`src/rtl/bfr_pkg.sv`:
```
// ----------------------------------------------------------------------------
// bfr_pkg
// Shared types and constants of the byte ring FIFO.
// ----------------------------------------------------------------------------
`default_nettype none

package bfr_pkg;

    localparam int BYTE_W    = 8;
    localparam int CNT_W     = 11;
    localparam int CAP_W     = 4;
    localparam int IN_DATA_W  = 24;
    localparam int OUT_DATA_W = 40;
    localparam logic [CAP_W-1:0] CAP_RESET = 4'd10;

    typedef enum logic [1:0] {
        CMD_PUSH = 2'd0,
        CMD_POP  = 2'd1,
        CMD_PEEK = 2'd2,
        CMD_DROP = 2'd3
    } bfr_cmd_t;

    typedef struct packed {
        logic             show_byte;
        logic             accepted;
        logic [CNT_W-1:0] used_count;
        logic [CNT_W-1:0] free_count;
        logic             is_empty;
        logic             is_full;
    } bfr_status_t;

endpackage

`default_nettype wire

```
`src/rtl/bfr_ptr.sv`:
```
// ----------------------------------------------------------------------------
// bfr_ptr
// Ring positions, active size, command decode and fill status per item.
// ----------------------------------------------------------------------------
`default_nettype none

module bfr_ptr #(
    parameter int DEPTH = 1024
) (
    input  wire logic                      clk,
    input  wire logic                      rst_n,
    input  wire logic                      cfg_we,
    input  wire logic [bfr_pkg::CAP_W-1:0] cfg_cap,
    input  wire logic                      item_we,
    input  wire logic [1:0]                command,
    input  wire logic [bfr_pkg::CNT_W-1:0] amount,
    output logic                           push_en,
    output logic      [$clog2(DEPTH)-1:0]  wr_addr,
    output logic      [$clog2(DEPTH)-1:0]  rd_addr,
    output bfr_pkg::bfr_status_t           status
);

    import bfr_pkg::*;

    localparam int AW = $clog2(DEPTH);
    localparam int PW = AW + 1;
    localparam int CW = (PW > CNT_W) ? PW : CNT_W;

    logic [CAP_W-1:0] cap_reg;
    logic [PW-1:0]    wp_reg;
    logic [PW-1:0]    rp_reg;
    logic [PW-1:0]    wp_next;
    logic [PW-1:0]    rp_next;

    logic [PW-1:0]    size;
    logic [AW-1:0]    amask;
    logic [PW-1:0]    used;
    logic [PW-1:0]    used_next;
    logic [PW-1:0]    free;
    logic             pop_en;
    logic             peek_en;
    bfr_cmd_t         cmd;

    always_comb
    begin
        cmd = bfr_cmd_t'(command);
        if ((AW <= 15) && (cap_reg >= CAP_W'(AW)))
        begin
            size = PW'(DEPTH);
        end
        else
        begin
            size = PW'(1) << cap_reg;
        end
        amask = AW'(size - PW'(1));
        used  = wp_reg - rp_reg;

        wp_next = wp_reg;
        rp_next = rp_reg;
        push_en = 1'b0;
        pop_en  = 1'b0;
        peek_en = 1'b0;
        wr_addr = wp_reg[AW-1:0] & amask;
        rd_addr = rp_reg[AW-1:0] & amask;

        case (cmd)
            CMD_PUSH:
            begin
                if (used < size)
                begin
                    push_en = 1'b1;
                    wp_next = wp_reg + PW'(1);
                end
            end
            CMD_POP:
            begin
                if (used != '0)
                begin
                    pop_en  = 1'b1;
                    rp_next = rp_reg + PW'(1);
                end
            end
            CMD_PEEK:
            begin
                peek_en = 1'b1;
                rd_addr = (rp_reg[AW-1:0] + AW'(amount)) & amask;
            end
            CMD_DROP:
            begin
                if (CW'(amount) >= CW'(used))
                begin
                    rp_next = wp_reg;
                end
                else
                begin
                    rp_next = rp_reg + PW'(amount);
                end
            end
            default:
            begin
                rp_next = rp_reg;
            end
        endcase

        used_next = wp_next - rp_next;
        free      = (used_next < size) ? (size - used_next) : '0;

        status.show_byte  = pop_en | peek_en;
        status.accepted   = pop_en | push_en;
        status.used_count = CNT_W'(used_next);
        status.free_count = CNT_W'(free);
        status.is_empty   = (used_next == '0);
        status.is_full    = (used_next >= size);
    end

    always_ff @(posedge clk or negedge rst_n)
    begin
        if (!rst_n)
        begin
            cap_reg <= CAP_RESET;
            wp_reg  <= '0;
            rp_reg  <= '0;
        end
        else if (cfg_we)
        begin
            cap_reg <= cfg_cap;
            wp_reg  <= '0;
            rp_reg  <= '0;
        end
        else if (item_we)
        begin
            wp_reg <= wp_next;
            rp_reg <= rp_next;
        end
    end

endmodule

`default_nettype wire

```
`config.mk`:
```
export PLATFORM = sky130hd
export DESIGN_NAME = bfr_ptr
export DESIGN_NICKNAME = d
export VERILOG_FILES = /design/src/rtl/bfr_pkg.sv /design/src/rtl/bfr_ptr.sv
export SDC_FILE = /design/constraint.sdc
export NUM_CORES = 1
export LEC_CHECK = 0
export ABC_CLOCK_PERIOD_IN_PS = 24100
export BUFFER_PORTS_ARGS = -buffer_cell sky130_fd_sc_hd__buf_2
export CAP_MARGIN = 30
export CORE_MARGIN = 2
export CORE_UTILIZATION = 50
export CTS_CLUSTER_DIAMETER = 80
export DETAILED_ROUTE_END_ITERATION = 6
export GPL_TIMING_DRIVEN = 0
export MAX_ROUTING_LAYER = met4
export PLACE_DENSITY = 0.77
export SLEW_MARGIN = 20
export SYNTH_ARGS = -nofsm -noshare
export SYNTH_HDL_FRONTEND = slang
export SYNTH_SLANG_ARGS = --single-unit
```
`constraint.sdc`:
```
create_clock -name clk -period 24.1 [get_ports clk]
set_clock_uncertainty 0.05 [all_clocks]
set_input_delay 6.025 -clock clk [delete_from_list [all_inputs] [get_ports clk]]
set_output_delay 6.025 -clock clk [all_outputs]
set_load 0.01 [all_outputs]
```
[After elaboration in Yosys (flattened, before gate mapping)]
Cells that the tools add are included.
Word-level totals
  logic and storage cells: 46
  bits in registers: 26
  input port bits: 21
  output and inout port bits: 47
Cells by class
  shift-type cells: 1
  order comparisons: 5
  add/sub/neg operators: 8
  muxes and demuxes: 17
  eq/ne operators: 3
  reduce and logical (&&, ||, !) cells: 4
  bitwise operators: 5
Operators with widths (number)
  2-to-1 mux 11 bit: 10
  subtractor 11 bit: 3
  bitwise AND 10 bit: 3
  adder 11 x 1 -> 11 bit, second input constant: 2
  greater-or-equal comparator 11 bit: 2
  less-than comparator 11 bit: 2
  one-hot mux 11 bit (2 select lines): 1
  adder 11 bit: 1
  zero test 11 bit: 1
  nonzero test 11 bit: 1
  left shift 1 x 4 -> 11 bit, first input constant: 1
  adder 10 bit: 1
  2-to-1 mux 10 bit: 1
  subtractor 10 x 1 -> 10 bit, second input constant: 1
  2-to-1 mux 1 bit: 5
  equality test 2 bit, second input constant: 2
  greater-or-equal comparator 4 bit, second input constant: 1
  equality test 2 x 1 -> 1 bit, second input constant: 1
  zero test 2 bit: 1
  bitwise OR 1 bit: 2
  nonzero test 2 bit: 1

[Logic depth before layout (Yosys ltp)]
  word-level depth: 8
  depth in mapped cells: 40
  mapped depth without buffers: 37

[Worst setup path before layout]
OpenSTA, ideal clock, no wires.
  kind: input port to output port
  start: input port amount[7] in the netlist's numbering
  end: output port status[7] in the netlist's numbering
  setup slack: 5.972 ns
  stages on the path: 30
  required time: 18.025 ns
  buffers on the path: 2
  arrival: 12.053 ns
  cells stage by stage: ha_1 -> a21o_1 -> a21o_1 -> or3_1 -> o22ai_1 -> nor4_1 -> a2111o_1 -> clkbuf_1 -> mux2i_1 -> o21ai_0 -> inv_1 -> ha_1 -> nor2b_1 -> o21ai_0 -> nand2b_1 -> xor2_1 -> inv_1 -> ha_1 -> o21a_1 -> o31a_1 -> o31a_1 -> nor2_1 -> maj3_1 -> nor2_1 -> a21oi_1 -> nor3b_1 -> o21ai_0 -> maj3_2 -> buf_6 -> a211oi_2
RTL lines
  from (decl): line bfr_ptr.sv:16  | input wire logic [bfr_pkg::CNT_W-1:0] amount,
  to (decl): line bfr_ptr.sv:20  | output bfr_pkg::bfr_status_t status

==> parameters.txt <==
Parameter                              Value

Finish
  Diodes inserted ... 0
  Filler instances ... 860
  Proportion of layout cells with a drive suffix above 1 ... 13.8%
  Top library cells by usage in the layout, fill and taps aside ... buf_2 (66), nor2_1 (64), nand2_1 (63)
  Most common cell after layout, fill and taps aside ... buf_2
  Post-layout net count ... 780
  Synth-to-Final Area Change ... 10.8%

Yosys
  Post-synth top area share ... 15.0%
  Number of different library cells in the post-synthesis netlist ... 65
  Share of the yosys chip area belonging to registers ... 14.0%
  Post-synth EDFFs ... 0
  Async set-reset flop share out of synthesis ... 100%
  Post-synthesis instance total ... 630
  Post-synthesis average cell area ... 7.41 um^2
  Leading area contributor after synthesis ... ha_1
  Leading post-synthesis cells by cell area ... ha_1 (15%), dfrtp_1 (13%), xnor2_1 (6.9%)
  Total standard cell area after synthesis ... 4670 um^2
  Dominant register cell in the synthesized netlist ... dfrtp_1
  Number of warnings reported in the yosys synthesis log ... 0
  Number of synthesized register bits ... 26
  Syn_nets ... 711

Global routing
  Fraction of met2 tracks used by global routing ... 47.0%
  Antenna violations before repair ... 0
  Maximum number of pins on one net before global-route repair ... 27
  Fraction of met1 tracks used by global routing ... 40.4%
  Via count of the first global-routing pass ... 4510
  Grt ovf ... 0
  Grt met3 use ... 1.94%
  Total GRT Usage ... 29.6%
  Gr busiest metal ... met2
  First-pass GRT wire length ... 22800 um

Flow run
  Maximum capacitance violations ... 0

Setup path
  Flop-to-flop setup slack ... 18460 ps
  Required time of the critical path ... 18030 ps
  CP max stage cell ... o21ai_0
  Element type at the critical path end ... output port
  Path depth of the worst reg2reg path ... 22
  Worst setup SP type ... primary input
  Endpoint of the worst-slack reg-to-reg timing path ... rp_reg[1]
  CP startpoint ... amount[1]
  Crit path kind ... primary input to output port
  Highest net fanout along the worst path ... 10
  Capturing instance or port of the critical path ... status[7]
  Worst endpoint data arrival time ... 13140 ps
  Source of the worst register-to-register timing path ... wp_reg[0]
  Slowest stage delay, CP ... 500 ps

Floorplanning
  Y dimension of the die ... 101 um
  Area enclosed by the die boundary ... 10100 um^2
  I/O Pins ... 68
  Die W ... 101 um
  Initial core utilization ... 51.0%
  Placeable core area ... 9150 um^2
  Number of cell rows ... 35

Placed design
  Buffers added on ports ... 64
  Weighted congestion reported at the end of routability-driven placement ... 0.968
  Detailed Place HPWL ... 12200 um

STA
  Final total negative setup slack ... 0 ps
  Minimum clock period ... 19220 ps
  Relative slew slack ... 37.9%
  Fmax ... 0.0520 GHz
  RSZ-0062 raised after global routing ... false
  Number of hold-slack violations in the final timing report ... 0
  Share of the clock period used by the worst path ... 79.7%
  Transition time at the pin with the least slew margin ... 924 ps
  Pins Over Slew Limit ... 0
  Number of setup violations in the final report ... 0

Clock tree
  Gates resized, CTS repair ... 0
  Count of H-tree levels built during CTS ... 1
  Source-to-sink clock delay at the later pin of the worst-skew pair ... 280 ps
  Number of buffers inserted to repair setup after CTS ... 0
  CTS tree ... done
  Clock slew at the register clock pins of the worst setup and hold paths ... 90 ps
  Cts bufs inserted ... 3
  # hold bufs at CTS ... 0
  Max Root-Sink Buffers ... 2
  Clk sinks ... 26
  Master cell of the clock root buffer ... clkbuf_8

Detailed routing
  Total routed wirelength ... 14600 um
  DRC viols ... 0
  Via count normalized by instance count ... 6.00
  Wire per inst ... 18.0 um
  Vias ... 4852
  First DRT Iteration DRCs ... 385
  Total iterations of the first detailed-routing run ... 5
  Count of nets left with antenna violations after detail routing ... 0

Power and ir drop
  Leakage ... 2.50 nW
  Overall Power ... 0.264 mW
  VDD IR-drop max ... 0.0342 mV
  Power per Cell Area ... 51.1 nW/um^2

Outcome
  Outcome ... finished, final reports clean

Hold path
  Hold WC Path Type ... register to register
## power by group
group | switching, mW | total, mW | internal (mW)
Sequential | 0.00425 | 0.0502 | 0.0459
Clock | 0.0142 | 0.0261 | 0.0119
Combinational | 0.113 | 0.188 | 0.0757
Total | 0.131 | 0.264 | 0.133
## kinds of logic (layout without fill, tap and decap cells)
family	count (synthesis)	after routing	share of synthesized area (%)
simple gates	228	228	23.5
compound gates	150	150	21.8
mux	22	22	4.93
flops	26	26	14.0
xor+xnor	61	61	11.6
buf+inv	79	147	6.56
fa+ha+maj	64	64	17.6
## through the flow
stage                     hold WS, ps  setup WS [ps]  cell area (um^2)  std cells  utilization (%)
after floorplan                   529           5970              4670        630                -
after global placement            595           5010              5130        805             56.0
after detailed placement          595           4940              5130        805             56.0
after CTS                         607           4910              5170        809             56.5
after global routing              645           4330              5170        809             56.5
final                             622           4880              5170        809             56.5
## worst min path at each step
stage,startpoint,end,slack [ps],depth (start not counted)
global route,rp_reg[2],rp_reg[2],650,2
detailed placement,rp_reg[2],rp_reg[2],600,2
floorplan,wp_reg[10],wp_reg[10],530,2
finish,rp_reg[2],rp_reg[2],620,2
CTS,rp_reg[2],rp_reg[2],610,2
global placement,rp_reg[2],rp_reg[2],590,2
## area by class of cell
type                            instances  area (um^2)  share of cell area (%)
Multi-Input combinational cell        525         3710                    71.7
Buffer                                 24          100                    1.93
Sequential cell                        26          653                    12.6
Inverter                               55          206                    3.99
Clock buffer                            4         45.0                   0.870
Tap cell                              111          139                    2.68
Timing Repair Buffer                   64          320                    6.19
## critical path: cells and delay by family
family                     cells  cell delay [ps]
AOI/OAI and AO/OA             11             2500
adders and majority gates      5             1710
and+or+nand+nor                8             1380
buffers and inverters          6             1050
xor gates and xnor gates       1              260
muxes                          1              200
## cells in the mapped netlist (5+ instances only)
master,count
and3_1,7
or3_1,5
nor4_1,5
o21bai_1,6
a31oi_1,6
nand2_1,63
nor2b_1,15
mux2_2,8
a21o_1,13
dfrtp_1,24
nand2b_1,15
nor3_1,12
a211oi_1,8
ha_1,56
clkbuf_1,20
o22ai_1,11
inv_1,55
a21oi_1,37
nand4_1,11
xnor2_1,37
nor2_1,64
o21a_1,8
mux2i_1,14
nand3_1,17
xor2_1,23
o21ai_0,27
## per-layer routing
layer | up-vias | share of wire [%]
li1 | 2356 | -
met1 | 2300 | 45
met2 | 165 | 46
met3 | 31 | 5.6
met4 | 0 | 3.2
met5 | - | 0
Power figures use the tool's default switching activity.
